[src/design/dmc_pkg.sv]
// Shared types, codes and helpers for the maze carver.
package dmc_pkg;

  localparam int SIDE_BITS = 6;
  localparam int ADDR_BITS = 2 * SIDE_BITS;
  localparam int SIZE_BITS = SIDE_BITS + 1;
  localparam logic [SIZE_BITS-1:0] MIN_SIDE = 7'd3;
  localparam logic [SIZE_BITS-1:0] MAX_SIDE = 7'd64;
  localparam logic [SIZE_BITS-1:0] SIDE_RESET = 7'd15;

  typedef logic [SIDE_BITS-1:0] coord_t;
  typedef logic [ADDR_BITS-1:0] addr_t;
  typedef logic [SIZE_BITS-1:0] size_t;

  localparam logic [1:0] CMD_CARVE   = 2'd0;
  localparam logic [1:0] CMD_RESTART = 2'd1;
  localparam logic [1:0] CMD_READ    = 2'd2;

  localparam logic [1:0] DIR_ROW_INC = 2'd0;
  localparam logic [1:0] DIR_COL_INC = 2'd1;
  localparam logic [1:0] DIR_ROW_DEC = 2'd2;
  localparam logic [1:0] DIR_COL_DEC = 2'd3;

  localparam logic [2:0] ST_UNUSED    = 3'd0;
  localparam logic [2:0] ST_BLOCKED   = 3'd1;
  localparam logic [2:0] ST_CARVED    = 3'd2;
  localparam logic [2:0] ST_BACKTRACK = 3'd3;
  localparam logic [2:0] ST_COMPLETE  = 3'd4;
  localparam logic [2:0] ST_READ      = 3'd5;
  localparam logic [2:0] ST_RESTARTED = 3'd6;

  localparam logic [1:0] REG_ROWS = 2'd0;
  localparam logic [1:0] REG_COLS = 2'd1;

  localparam coord_t START_COORD = 6'd1;

  typedef struct packed {
    logic [3:0] free_dirs;
    logic       linked;
    logic [1:0] back_dir;
  } cell_t;

  localparam int CELL_BITS = $bits(cell_t);

  typedef struct packed {
    logic  en;
    addr_t addr;
    cell_t data;
  } cell_wr_t;

  typedef struct packed {
    logic  en;
    addr_t addr;
    logic  data;
  } carve_wr_t;

  function automatic size_t clamp_side(input size_t v);
    if (v < MIN_SIDE) return MIN_SIDE;
    if (v > MAX_SIDE) return MAX_SIDE;
    return v;
  endfunction

endpackage

[src/design/dmc_walker.sv]
// Walk sequencer: clearing sweep, carve/backtrack/read steps over the grid memories.
module dmc_walker
  import dmc_pkg::*;
(
  input  logic      clk,
  input  logic      rst,
  input  logic      start,
  output logic      busy,
  input  logic [1:0] cmd,
  input  logic [1:0] draw,
  input  coord_t    row_sel,
  input  coord_t    col_sel,
  input  size_t     rows,
  input  size_t     cols,
  output addr_t     cell_raddr,
  input  cell_t     cell_rdata,
  output cell_wr_t  cell_wr,
  output addr_t     carve_raddr,
  input  logic      carve_rdata,
  output carve_wr_t carve_wr,
  output logic      strobe,
  output logic [2:0] status,
  output coord_t    opened_row,
  output coord_t    opened_col,
  output coord_t    here_row,
  output coord_t    here_col,
  output logic      is_wall,
  output logic      finished
);

  typedef enum logic [1:0] {S_CLEAR, S_IDLE, S_EVAL, S_NBR} state_t;

  state_t     state;
  addr_t      clr_addr;
  coord_t     cur_row, cur_col;
  logic       done_flag;
  logic [1:0] op_cmd, op_draw;
  coord_t     op_rsel, op_csel;
  coord_t     nbr_row, nbr_col, mid_row, mid_col;

  logic [3:0] dbit;
  logic       step_ok;
  coord_t     step_row, step_col, step_mrow, step_mcol;
  coord_t     back_row, back_col;
  logic       read_wall;
  logic       nbr_open;

  assign busy = (state != S_IDLE);
  assign dbit = 4'b0001 << op_draw;

  always_comb begin
    step_ok   = 1'b0;
    step_row  = cur_row;
    step_col  = cur_col;
    step_mrow = cur_row;
    step_mcol = cur_col;
    case (op_draw)
      DIR_ROW_INC: begin
        step_ok   = ({1'b0, cur_row} + 7'd2) < rows;
        step_row  = cur_row + 6'd2;
        step_mrow = cur_row + 6'd1;
      end
      DIR_COL_INC: begin
        step_ok   = ({1'b0, cur_col} + 7'd2) < cols;
        step_col  = cur_col + 6'd2;
        step_mcol = cur_col + 6'd1;
      end
      DIR_ROW_DEC: begin
        step_ok   = cur_row >= 6'd2;
        step_row  = cur_row - 6'd2;
        step_mrow = cur_row - 6'd1;
      end
      default: begin
        step_ok   = cur_col >= 6'd2;
        step_col  = cur_col - 6'd2;
        step_mcol = cur_col - 6'd1;
      end
    endcase
  end

  always_comb begin
    back_row = cur_row;
    back_col = cur_col;
    case (cell_rdata.back_dir)
      DIR_ROW_INC: if (cur_row >= 6'd2) back_row = cur_row - 6'd2;
      DIR_COL_INC: if (cur_col >= 6'd2) back_col = cur_col - 6'd2;
      DIR_ROW_DEC: back_row = cur_row + 6'd2;
      default:     back_col = cur_col + 6'd2;
    endcase
  end

  always_comb begin
    if (({1'b0, op_rsel} >= rows) || ({1'b0, op_csel} >= cols)) begin
      read_wall = 1'b1;
    end else begin
      read_wall = !((op_rsel[0] && op_csel[0]) || carve_rdata);
    end
    nbr_open = (nbr_row[0] && nbr_col[0]) || carve_rdata;
  end

  // memory addressing and write-back
  always_comb begin
    cell_raddr  = {cur_row, cur_col};
    carve_raddr = {row_sel, col_sel};
    if (state == S_EVAL) begin
      cell_raddr  = {step_row, step_col};
      carve_raddr = {step_row, step_col};
    end
    cell_wr  = '0;
    carve_wr = '0;
    unique case (state)
      S_CLEAR: begin
        cell_wr.en             = 1'b1;
        cell_wr.addr           = clr_addr;
        cell_wr.data.free_dirs = 4'hF;
        cell_wr.data.linked    = (clr_addr == {START_COORD, START_COORD});
        cell_wr.data.back_dir  = 2'd0;
        carve_wr.en            = 1'b1;
        carve_wr.addr          = clr_addr;
        carve_wr.data          = 1'b0;
      end
      S_EVAL: begin
        cell_wr.addr           = {cur_row, cur_col};
        cell_wr.data           = cell_rdata;
        cell_wr.data.free_dirs = cell_rdata.free_dirs & ~dbit;
        cell_wr.en = (op_cmd == CMD_CARVE) && !done_flag &&
                     (cell_rdata.free_dirs != 4'd0) &&
                     ((cell_rdata.free_dirs & dbit) != 4'd0);
      end
      S_NBR: begin
        cell_wr.addr          = {nbr_row, nbr_col};
        cell_wr.data          = cell_rdata;
        cell_wr.data.linked   = 1'b1;
        cell_wr.data.back_dir = op_draw;
        cell_wr.en            = !cell_rdata.linked && nbr_open;
        carve_wr.addr         = {mid_row, mid_col};
        carve_wr.data         = 1'b1;
        carve_wr.en           = cell_wr.en;
      end
      default: ;
    endcase
  end

  always_ff @(posedge clk) begin
    if (rst) begin
      state     <= S_CLEAR;
      clr_addr  <= '0;
      cur_row   <= START_COORD;
      cur_col   <= START_COORD;
      done_flag <= 1'b0;
      strobe    <= 1'b0;
    end else begin
      strobe <= 1'b0;
      unique case (state)
        S_CLEAR: begin
          clr_addr <= clr_addr + 1'b1;
          if (clr_addr == '1) state <= S_IDLE;
        end
        S_IDLE: begin
          if (start) begin
            op_cmd  <= cmd;
            op_draw <= draw;
            op_rsel <= row_sel;
            op_csel <= col_sel;
            if (cmd == CMD_RESTART) begin
              state      <= S_CLEAR;
              clr_addr   <= '0;
              cur_row    <= START_COORD;
              cur_col    <= START_COORD;
              done_flag  <= 1'b0;
              strobe     <= 1'b1;
              status     <= ST_RESTARTED;
              opened_row <= '0;
              opened_col <= '0;
              here_row   <= START_COORD;
              here_col   <= START_COORD;
              is_wall    <= 1'b0;
              finished   <= 1'b0;
            end else begin
              state <= S_EVAL;
            end
          end
        end
        S_EVAL: begin
          state      <= S_IDLE;
          strobe     <= 1'b1;
          status     <= ST_UNUSED;
          opened_row <= '0;
          opened_col <= '0;
          here_row   <= cur_row;
          here_col   <= cur_col;
          is_wall    <= 1'b0;
          finished   <= done_flag;
          nbr_row    <= step_row;
          nbr_col    <= step_col;
          mid_row    <= step_mrow;
          mid_col    <= step_mcol;
          if (op_cmd == CMD_READ) begin
            status  <= ST_READ;
            is_wall <= read_wall;
          end else if (op_cmd == CMD_CARVE) begin
            if (done_flag) begin
              status <= ST_COMPLETE;
            end else if (cell_rdata.free_dirs == 4'd0) begin
              if (cur_row == START_COORD && cur_col == START_COORD) begin
                done_flag <= 1'b1;
                finished  <= 1'b1;
                status    <= ST_COMPLETE;
              end else begin
                cur_row  <= back_row;
                cur_col  <= back_col;
                here_row <= back_row;
                here_col <= back_col;
                if (back_row == START_COORD && back_col == START_COORD) begin
                  done_flag <= 1'b1;
                  finished  <= 1'b1;
                  status    <= ST_COMPLETE;
                end else begin
                  status <= ST_BACKTRACK;
                end
              end
            end else if ((cell_rdata.free_dirs & dbit) == 4'd0) begin
              status <= ST_UNUSED;
            end else if (!step_ok) begin
              status <= ST_BLOCKED;
            end else begin
              strobe <= 1'b0;
              state  <= S_NBR;
            end
          end
        end
        S_NBR: begin
          state      <= S_IDLE;
          strobe     <= 1'b1;
          opened_row <= '0;
          opened_col <= '0;
          here_row   <= cur_row;
          here_col   <= cur_col;
          is_wall    <= 1'b0;
          finished   <= done_flag;
          if (cell_wr.en) begin
            status     <= ST_CARVED;
            opened_row <= mid_row;
            opened_col <= mid_col;
            here_row   <= nbr_row;
            here_col   <= nbr_col;
            cur_row    <= nbr_row;
            cur_col    <= nbr_col;
          end else begin
            status <= ST_BLOCKED;
          end
        end
        default: state <= S_CLEAR;
      endcase
    end
  end

`ifndef ASSERT_OFF
  a_strobe_src: assert property (@(posedge clk) disable iff (rst)
    strobe |-> $past(state == S_EVAL || state == S_NBR ||
                     (state == S_IDLE && start && cmd == CMD_RESTART)))
    else $error("result strobe without a finished step");
  a_no_wr_idle: assert property (@(posedge clk) disable iff (rst)
    (state == S_IDLE) |-> !cell_wr.en && !carve_wr.en)
    else $error("memory write while idle");
  a_walk_odd: assert property (@(posedge clk) disable iff (rst)
    cur_row[0] && cur_col[0])
    else $error("walk left the odd lattice");
  a_link_carve: assert property (@(posedge clk) disable iff (rst)
    (state == S_NBR) |-> (cell_wr.en == carve_wr.en))
    else $error("link and wall opening out of step");
  a_done_hold: assert property (@(posedge clk) disable iff (rst)
    ($past(done_flag) && !done_flag) |-> state == S_CLEAR)
    else $error("finished dropped without restart");
`endif

endmodule
[config.mk]
export PLATFORM = sky130hd
export DESIGN_NAME = dmc_walker
export DESIGN_NICKNAME = d
export VERILOG_FILES = /design/src/design/dmc_pkg.sv /design/src/design/dmc_walker.sv
export SDC_FILE = /design/constraint.sdc
export NUM_CORES = 1
export LEC_CHECK = 0
export ABC_AREA = 1
export BUFFER_PORTS_ARGS = -buffer_cell sky130_fd_sc_hd__buf_2
export CAP_MARGIN = 20
export CELL_PAD_IN_SITES_DETAIL_PLACEMENT = 0
export CELL_PAD_IN_SITES_GLOBAL_PLACEMENT = 1
export CORE_UTILIZATION = 41
export DETAILED_ROUTE_END_ITERATION = 10
export GPL_TIMING_DRIVEN = 0
export PLACE_DENSITY_LB_ADDON = 0.1
export SKIP_LAST_GASP = 1
export SYNTH_ARGS = -nofsm -noshare
export SYNTH_HDL_FRONTEND = slang
export SYNTH_SLANG_ARGS = --single-unit
[constraint.sdc]
create_clock -name clk -period 3.65 [get_ports clk]
set_clock_uncertainty 0.05 [all_clocks]
set_input_delay 0.365 -clock clk [delete_from_list [all_inputs] [get_ports clk]]
set_output_delay 0.365 -clock clk [all_outputs]
set_load 0.01 [all_outputs]
==> flow_summary.html <==
<table>
<tr><th>Metric</th><th>Value</th></tr>
<tr><th colspan="2">Power and ir drop</th></tr>
<tr><td>Worst IR Drop VDD</td><td>roughly 0.37 mV</td></tr>
<tr><td>Total net switching power</td><td>0.00317 W</td></tr>
<tr><td>Cell Int Power</td><td>between 0.003 and 0.004 W</td></tr>
<tr><td>Reported leakage power</td><td>approximately 4 nW</td></tr>
<tr><td>Total power per unit cell area</td><td>781 nW/um2</td></tr>
<tr><td>Switching share of power</td><td>0.496</td></tr>
<tr><td>Relative contribution of sequential cells to total power</td><td>0.253</td></tr>
<tr><td>Clock power frac</td><td>0.171</td></tr>
<tr><td>Share of power burned in combinational logic</td><td>0.576</td></tr>
<tr><th colspan="2">Clock tree</th></tr>
<tr><td>Clk sink count</td><td>97</td></tr>
<tr><td>CTS Buf Count</td><td>9</td></tr>
<tr><td>Clk pin slew, worst setup/hold paths</td><td>~70 ps</td></tr>
<tr><td>Buffer cell driving the clock tree root</td><td>sky130_fd_sc_hd__clkbuf_16</td></tr>
<tr><td>Maximum buffer depth of the clock tree</td><td>2</td></tr>
<tr><td>Depth of the CTS H-tree</td><td>3</td></tr>
<tr><td>Worst skew pair latency</td><td>between 300 and 400 ps</td></tr>
<tr><td>CTS tree</td><td>yes</td></tr>
<tr><td>Setup bufs post-CTS</td><td>0</td></tr>
<tr><td>Cts-stage hold buffer count</td><td>0</td></tr>
<tr><th colspan="2">STA</th></tr>
<tr><td>Final hold violations</td><td>0</td></tr>
<tr><td>Remaining max-slew budget at the tightest pin</td><td>0.400</td></tr>
<tr><td>Final-report max-slew violation count</td><td>0</td></tr>
<tr><td>Portion of the clock cycle consumed by the worst path in the final layout</td><td>0.925</td></tr>
<tr><td>Count of final setup violators</td><td>0</td></tr>
<tr><td>RSZ-0062 raised after global routing</td><td>no</td></tr>
<tr><td>Highest attainable clock frequency</td><td>~300 MHz</td></tr>
<tr><td>Worst-margin pin slew</td><td>roughly 900 ps</td></tr>
<tr><td>Final critical path time including I/O delays and setup</td><td>~3400 ps</td></tr>
<tr><td>Final worst slack</td><td>approximately 280 ps</td></tr>
<tr><th colspan="2">Route</th></tr>
<tr><td>WL per Instance</td><td>around 19 um</td></tr>
<tr><td>Drt pass-1 iters</td><td>7</td></tr>
<tr><td>Via density per instance</td><td>~5.3</td></tr>
<tr><td>First DRT Iteration DRCs</td><td>between 500 and 600</td></tr>
<tr><td>Post-route ant nets</td><td>0</td></tr>
<tr><td>DR vias</td><td>6950</td></tr>
<tr><td>Remaining design rule violation count</td><td>0</td></tr>
<tr><td>Wirelength, routed</td><td>about 25 mm</td></tr>
<tr><th colspan="2">Worst setup path</th></tr>
<tr><td>Required @ worst endpoint</td><td>approximately 3200 ps</td></tr>
<tr><td>Sort of element at the end of the critical path</td><td>output pin</td></tr>
<tr><td>Largest fanout on the critical path</td><td>10</td></tr>
<tr><td>WP data arrival</td><td>2960 ps</td></tr>
<tr><td>WS Path Type</td><td>reg2out</td></tr>
<tr><td>Kind of start point of the critical path</td><td>flop</td></tr>
<tr><th colspan="2">Placement</th></tr>
<tr><td>Global placement routability congestion</td><td>0.971</td></tr>
<tr><td>Placed cell areas</td><td>just under 8000 um2</td></tr>
<tr><td>Place WS</td><td>-55.2 ps</td></tr>
<tr><td>Port-buffer cells</td><td>roughly 130</td></tr>
<tr><td>HPWL after detailed placement</td><td>~20 mm</td></tr>
<tr><th colspan="2">Logic synthesis</th></tr>
<tr><td>Proportion of synthesized area in mux cells</td><td>0</td></tr>
<tr><td>Number of cells produced by synthesis</td><td>940</td></tr>
<tr><td>Average cell area after synthesis</td><td>~7.3 um2</td></tr>
<tr><td>Simple-gate share of the synthesized area</td><td>0.286</td></tr>
<tr><td>Leading cell type by number of instances after synthesis</td><td>sky130_fd_sc_hd__nand2_1</td></tr>
<tr><td>Cell types with the largest area share after synthesis</td><td>sky130_fd_sc_hd__edfxtp_1 (30%), sky130_fd_sc_hd__nand2_1 (14%), sky130_fd_sc_hd__ha_1 (8.4%)</td></tr>
<tr><td>Part of the Yosys area used for sequential elements</td><td>0.383</td></tr>
<tr><td>Post-synthesis share of cell area spent on full adders, half adders and majority gates</td><td>0.0837</td></tr>
<tr><td>Fraction of registers with async set or reset after synthesis</td><td>0</td></tr>
<tr><td>Dominant cell type by area after synthesis</td><td>sky130_fd_sc_hd__edfxtp_1</td></tr>
<tr><td>Main combinational cell family by area after synthesis</td><td>simple AND/OR/NAND/NOR gates</td></tr>
<tr><td>Count of different cell masters after synthesis</td><td>43</td></tr>
<tr><td>Total of warnings raised by yosys</td><td>0</td></tr>
<tr><td>Synth Area in XOR/XNOR</td><td>0.0115</td></tr>
<tr><td>Number of flops mapped to enable cells by yosys</td><td>between 60 and 70</td></tr>
<tr><td>Post-synthesis sequential element count</td><td>between 90 and 100</td></tr>
<tr><td>Most frequently used flop master after synthesis</td><td>sky130_fd_sc_hd__edfxtp_1</td></tr>
<tr><td>Mapped Nets</td><td>1027</td></tr>
<tr><td>Share of Yosys cell area claimed by the top area cell type</td><td>0.301</td></tr>
<tr><td>Mapped Area</td><td>slightly below 7000 um2</td></tr>
<tr><td>Post-synthesis compound-gate area fraction</td><td>0.135</td></tr>
<tr><td>Most used standard cells in the synthesized netlist</td><td>sky130_fd_sc_hd__nand2_1 (264), sky130_fd_sc_hd__inv_1 (118), sky130_fd_sc_hd__nand3_1 (75)</td></tr>
<tr><th colspan="2">Global route</th></tr>
<tr><td>Initial antenna violation count</td><td>0</td></tr>
<tr><td>Vias in the first global route</td><td>~6400</td></tr>
<tr><td>Global Route Usage Sum</td><td>0.291</td></tr>
<tr><td>Global-route wire length before repair</td><td>about 38 mm</td></tr>
<tr><td>Residual overflow from global routing</td><td>0</td></tr>
<tr><td>Largest net degree at the start of global routing</td><td>18</td></tr>
<tr><th colspan="2">Final layout</th></tr>
<tr><td>Non-Filler Cell Area, Final</td><td>around 8200 um2</td></tr>
<tr><td>Antenna diodes</td><td>0</td></tr>
<tr><td>Fraction of layout cells with a size suffix above 1</td><td>0.182</td></tr>
<tr><td>Utilization after layout</td><td>0.508</td></tr>
<tr><td>Syn-to-layout area delta</td><td>19.1%</td></tr>
<tr><td>Filler cell count in the final layout</td><td>between 1500 and 2000</td></tr>
<tr><td>Total number of nets in the final design</td><td>roughly 1200</td></tr>
<tr><th colspan="2">Floorplan</th></tr>
<tr><td>Site row count</td><td>46</td></tr>
<tr><td>Total die area</td><td>between 15000 and 20000 um2</td></tr>
<tr><td>Core Box Area</td><td>between 15000 and 20000 um2</td></tr>
<tr><td>Die height</td><td>around 130 um</td></tr>
<tr><td>Starting Density</td><td>0.427</td></tr>
<tr><td># IOs</td><td>between 100 and 150</td></tr>
<tr><td>Die Width</td><td>~130 um</td></tr>
<tr><th colspan="2">Min path</th></tr>
<tr><td>Type of the most critical hold path</td><td>in2reg</td></tr>
<tr><th colspan="2">Status</th></tr>
<tr><td>Result of the run</td><td>completed</td></tr>
<tr><th colspan="2">Flow run</th></tr>
<tr><td>Maxcap violations</td><td>0</td></tr>
</table>
## cell families (layout without fill, tap and decap cells)
family                     count (synthesis)  in the layout
and+or+nand+nor                          460            461
buffers and inverters                    168            315
AOI/OAI and AO/OA                        160            160
DFF                                       97             97
adders and majority gates                 46             46
xor gates and xnor gates                   9              9
## metal layers
layer | routed length (um) | track usage | part of all wire
met5 | 0 | 0 | 0
met4 | 1010 | 0.151 | 0.041
met3 | 1710 | 0.0440 | 0.069
met2 | 10900 | 0.443 | 0.44
met1 | 11300 | 0.399 | 0.45
## final timing paths
kind	slack (ps)	depth (start not counted)	end	from
max	280	8	cell_raddr[10]	state[1]
min	140	1	op_draw[0]	draw[0]
max reg2reg	400	8	status[1]	state[1]
min reg2reg	480	2	clr_addr[5]	clr_addr[5]
## critical path: stages, from the launching register on
cell and delay [ps]:
sky130_fd_sc_hd__dfxtp_1 540, sky130_fd_sc_hd__ha_1 210, sky130_fd_sc_hd__buf_2 220, sky130_fd_sc_hd__clkbuf_2 300
sky130_fd_sc_hd__buf_4 250, sky130_fd_sc_hd__clkbuf_1 460, sky130_fd_sc_hd__nand2_1 260, sky130_fd_sc_hd__o21ai_0 180
sky130_fd_sc_hd__buf_2 190
## cell type report
cell class	instances	area, um2	share of cell area
clock buffers	13	293	0.0357
clock inverters	3	50.0	0.00611
plain buffers	43	235	0.0287
well taps	216	270	0.0330
inverters	125	469	0.0573
flip-flops and latches	97	2630	0.321
repair buffers	131	672	0.0820
multi-input cells	676	3570	0.436
## placed cells by master (no fill, tap or decap), types with 2 or more instances in the layout
cell	count
sky130_fd_sc_hd__buf_2	139
sky130_fd_sc_hd__nor4_1	3
sky130_fd_sc_hd__nand3_2	2
sky130_fd_sc_hd__xor2_1	8
sky130_fd_sc_hd__o221ai_1	2
sky130_fd_sc_hd__a211oi_1	5
sky130_fd_sc_hd__o21ai_1	2
sky130_fd_sc_hd__a21oi_2	2
sky130_fd_sc_hd__or2_2	2
sky130_fd_sc_hd__o2111ai_1	5
sky130_fd_sc_hd__o22ai_1	4
sky130_fd_sc_hd__dfxtp_1	28
sky130_fd_sc_hd__nor2_1	66
sky130_fd_sc_hd__o211ai_2	2
sky130_fd_sc_hd__buf_1	3
sky130_fd_sc_hd__nand2_1	264
sky130_fd_sc_hd__buf_6	5
sky130_fd_sc_hd__o31ai_1	4
sky130_fd_sc_hd__edfxtp_1	69
sky130_fd_sc_hd__nor3_2	2
sky130_fd_sc_hd__a21oi_1	67
sky130_fd_sc_hd__a21o_1	3
sky130_fd_sc_hd__o211ai_1	7
sky130_fd_sc_hd__nand4_1	11
sky130_fd_sc_hd__ha_1	46
sky130_fd_sc_hd__nor2_4	3
sky130_fd_sc_hd__buf_4	8
sky130_fd_sc_hd__nand3_1	75
sky130_fd_sc_hd__nand2_2	4
sky130_fd_sc_hd__nor2_2	5
sky130_fd_sc_hd__inv_1	118
sky130_fd_sc_hd__o21ai_0	49
sky130_fd_sc_hd__inv_2	7
sky130_fd_sc_hd__clkbuf_16	11
sky130_fd_sc_hd__clkbuf_1	18
sky130_fd_sc_hd__nor3_1	13
sky130_fd_sc_hd__a22oi_1	2
sky130_fd_sc_hd__o311ai_0	3
sky130_fd_sc_hd__nand3b_1	10
## repair_timing
action / in CTS / in global routing
resized for setup: 1 / 2
gates cloned: 1 / 0
endpoints found under the setup margin: 29 / 33
## power by group through the flow
stage | combinational [W] | clock, W | sequential, W
after floorplan | 0.00229 | 0 | 0.00163
after global placement | 0.00359 | 0 | 0.00164
after detailed placement | 0.00360 | 0 | 0.00164
after CTS | 0.00363 | 0.00111 | 0.00162
after global routing | 0.00405 | 0.00114 | 0.00164
final | 0.00369 | 0.00109 | 0.00162
## registers in the layout (all words and copies together), names as in the netlist, 2 cells and up
name and cells:
op_cmd 2, op_rsel 6, clr_addr 12, op_csel 6
mid_col 6, status 3, opened_row 6, here_row 6
opened_col 6, cur_col 6, nbr_row 6, cur_row 6
nbr_col 6, mid_row 6, state 2, op_draw 2
here_col 6
## stage by stage
stage	cells	TNS [ps]	total power, W	hold slack, ps
2_1_floorplan	940	0	0.00392	414
3_3_place_gp	1285	-38980	0.00524	461
3_5_place_dp	1287	-1540	0.00524	473
4_1_cts	1304	0	0.00635	131
5_1_grt	1304	0	0.00683	136
6_report	1304	0	0.00640	141
Power figures use the tool's default switching activity.
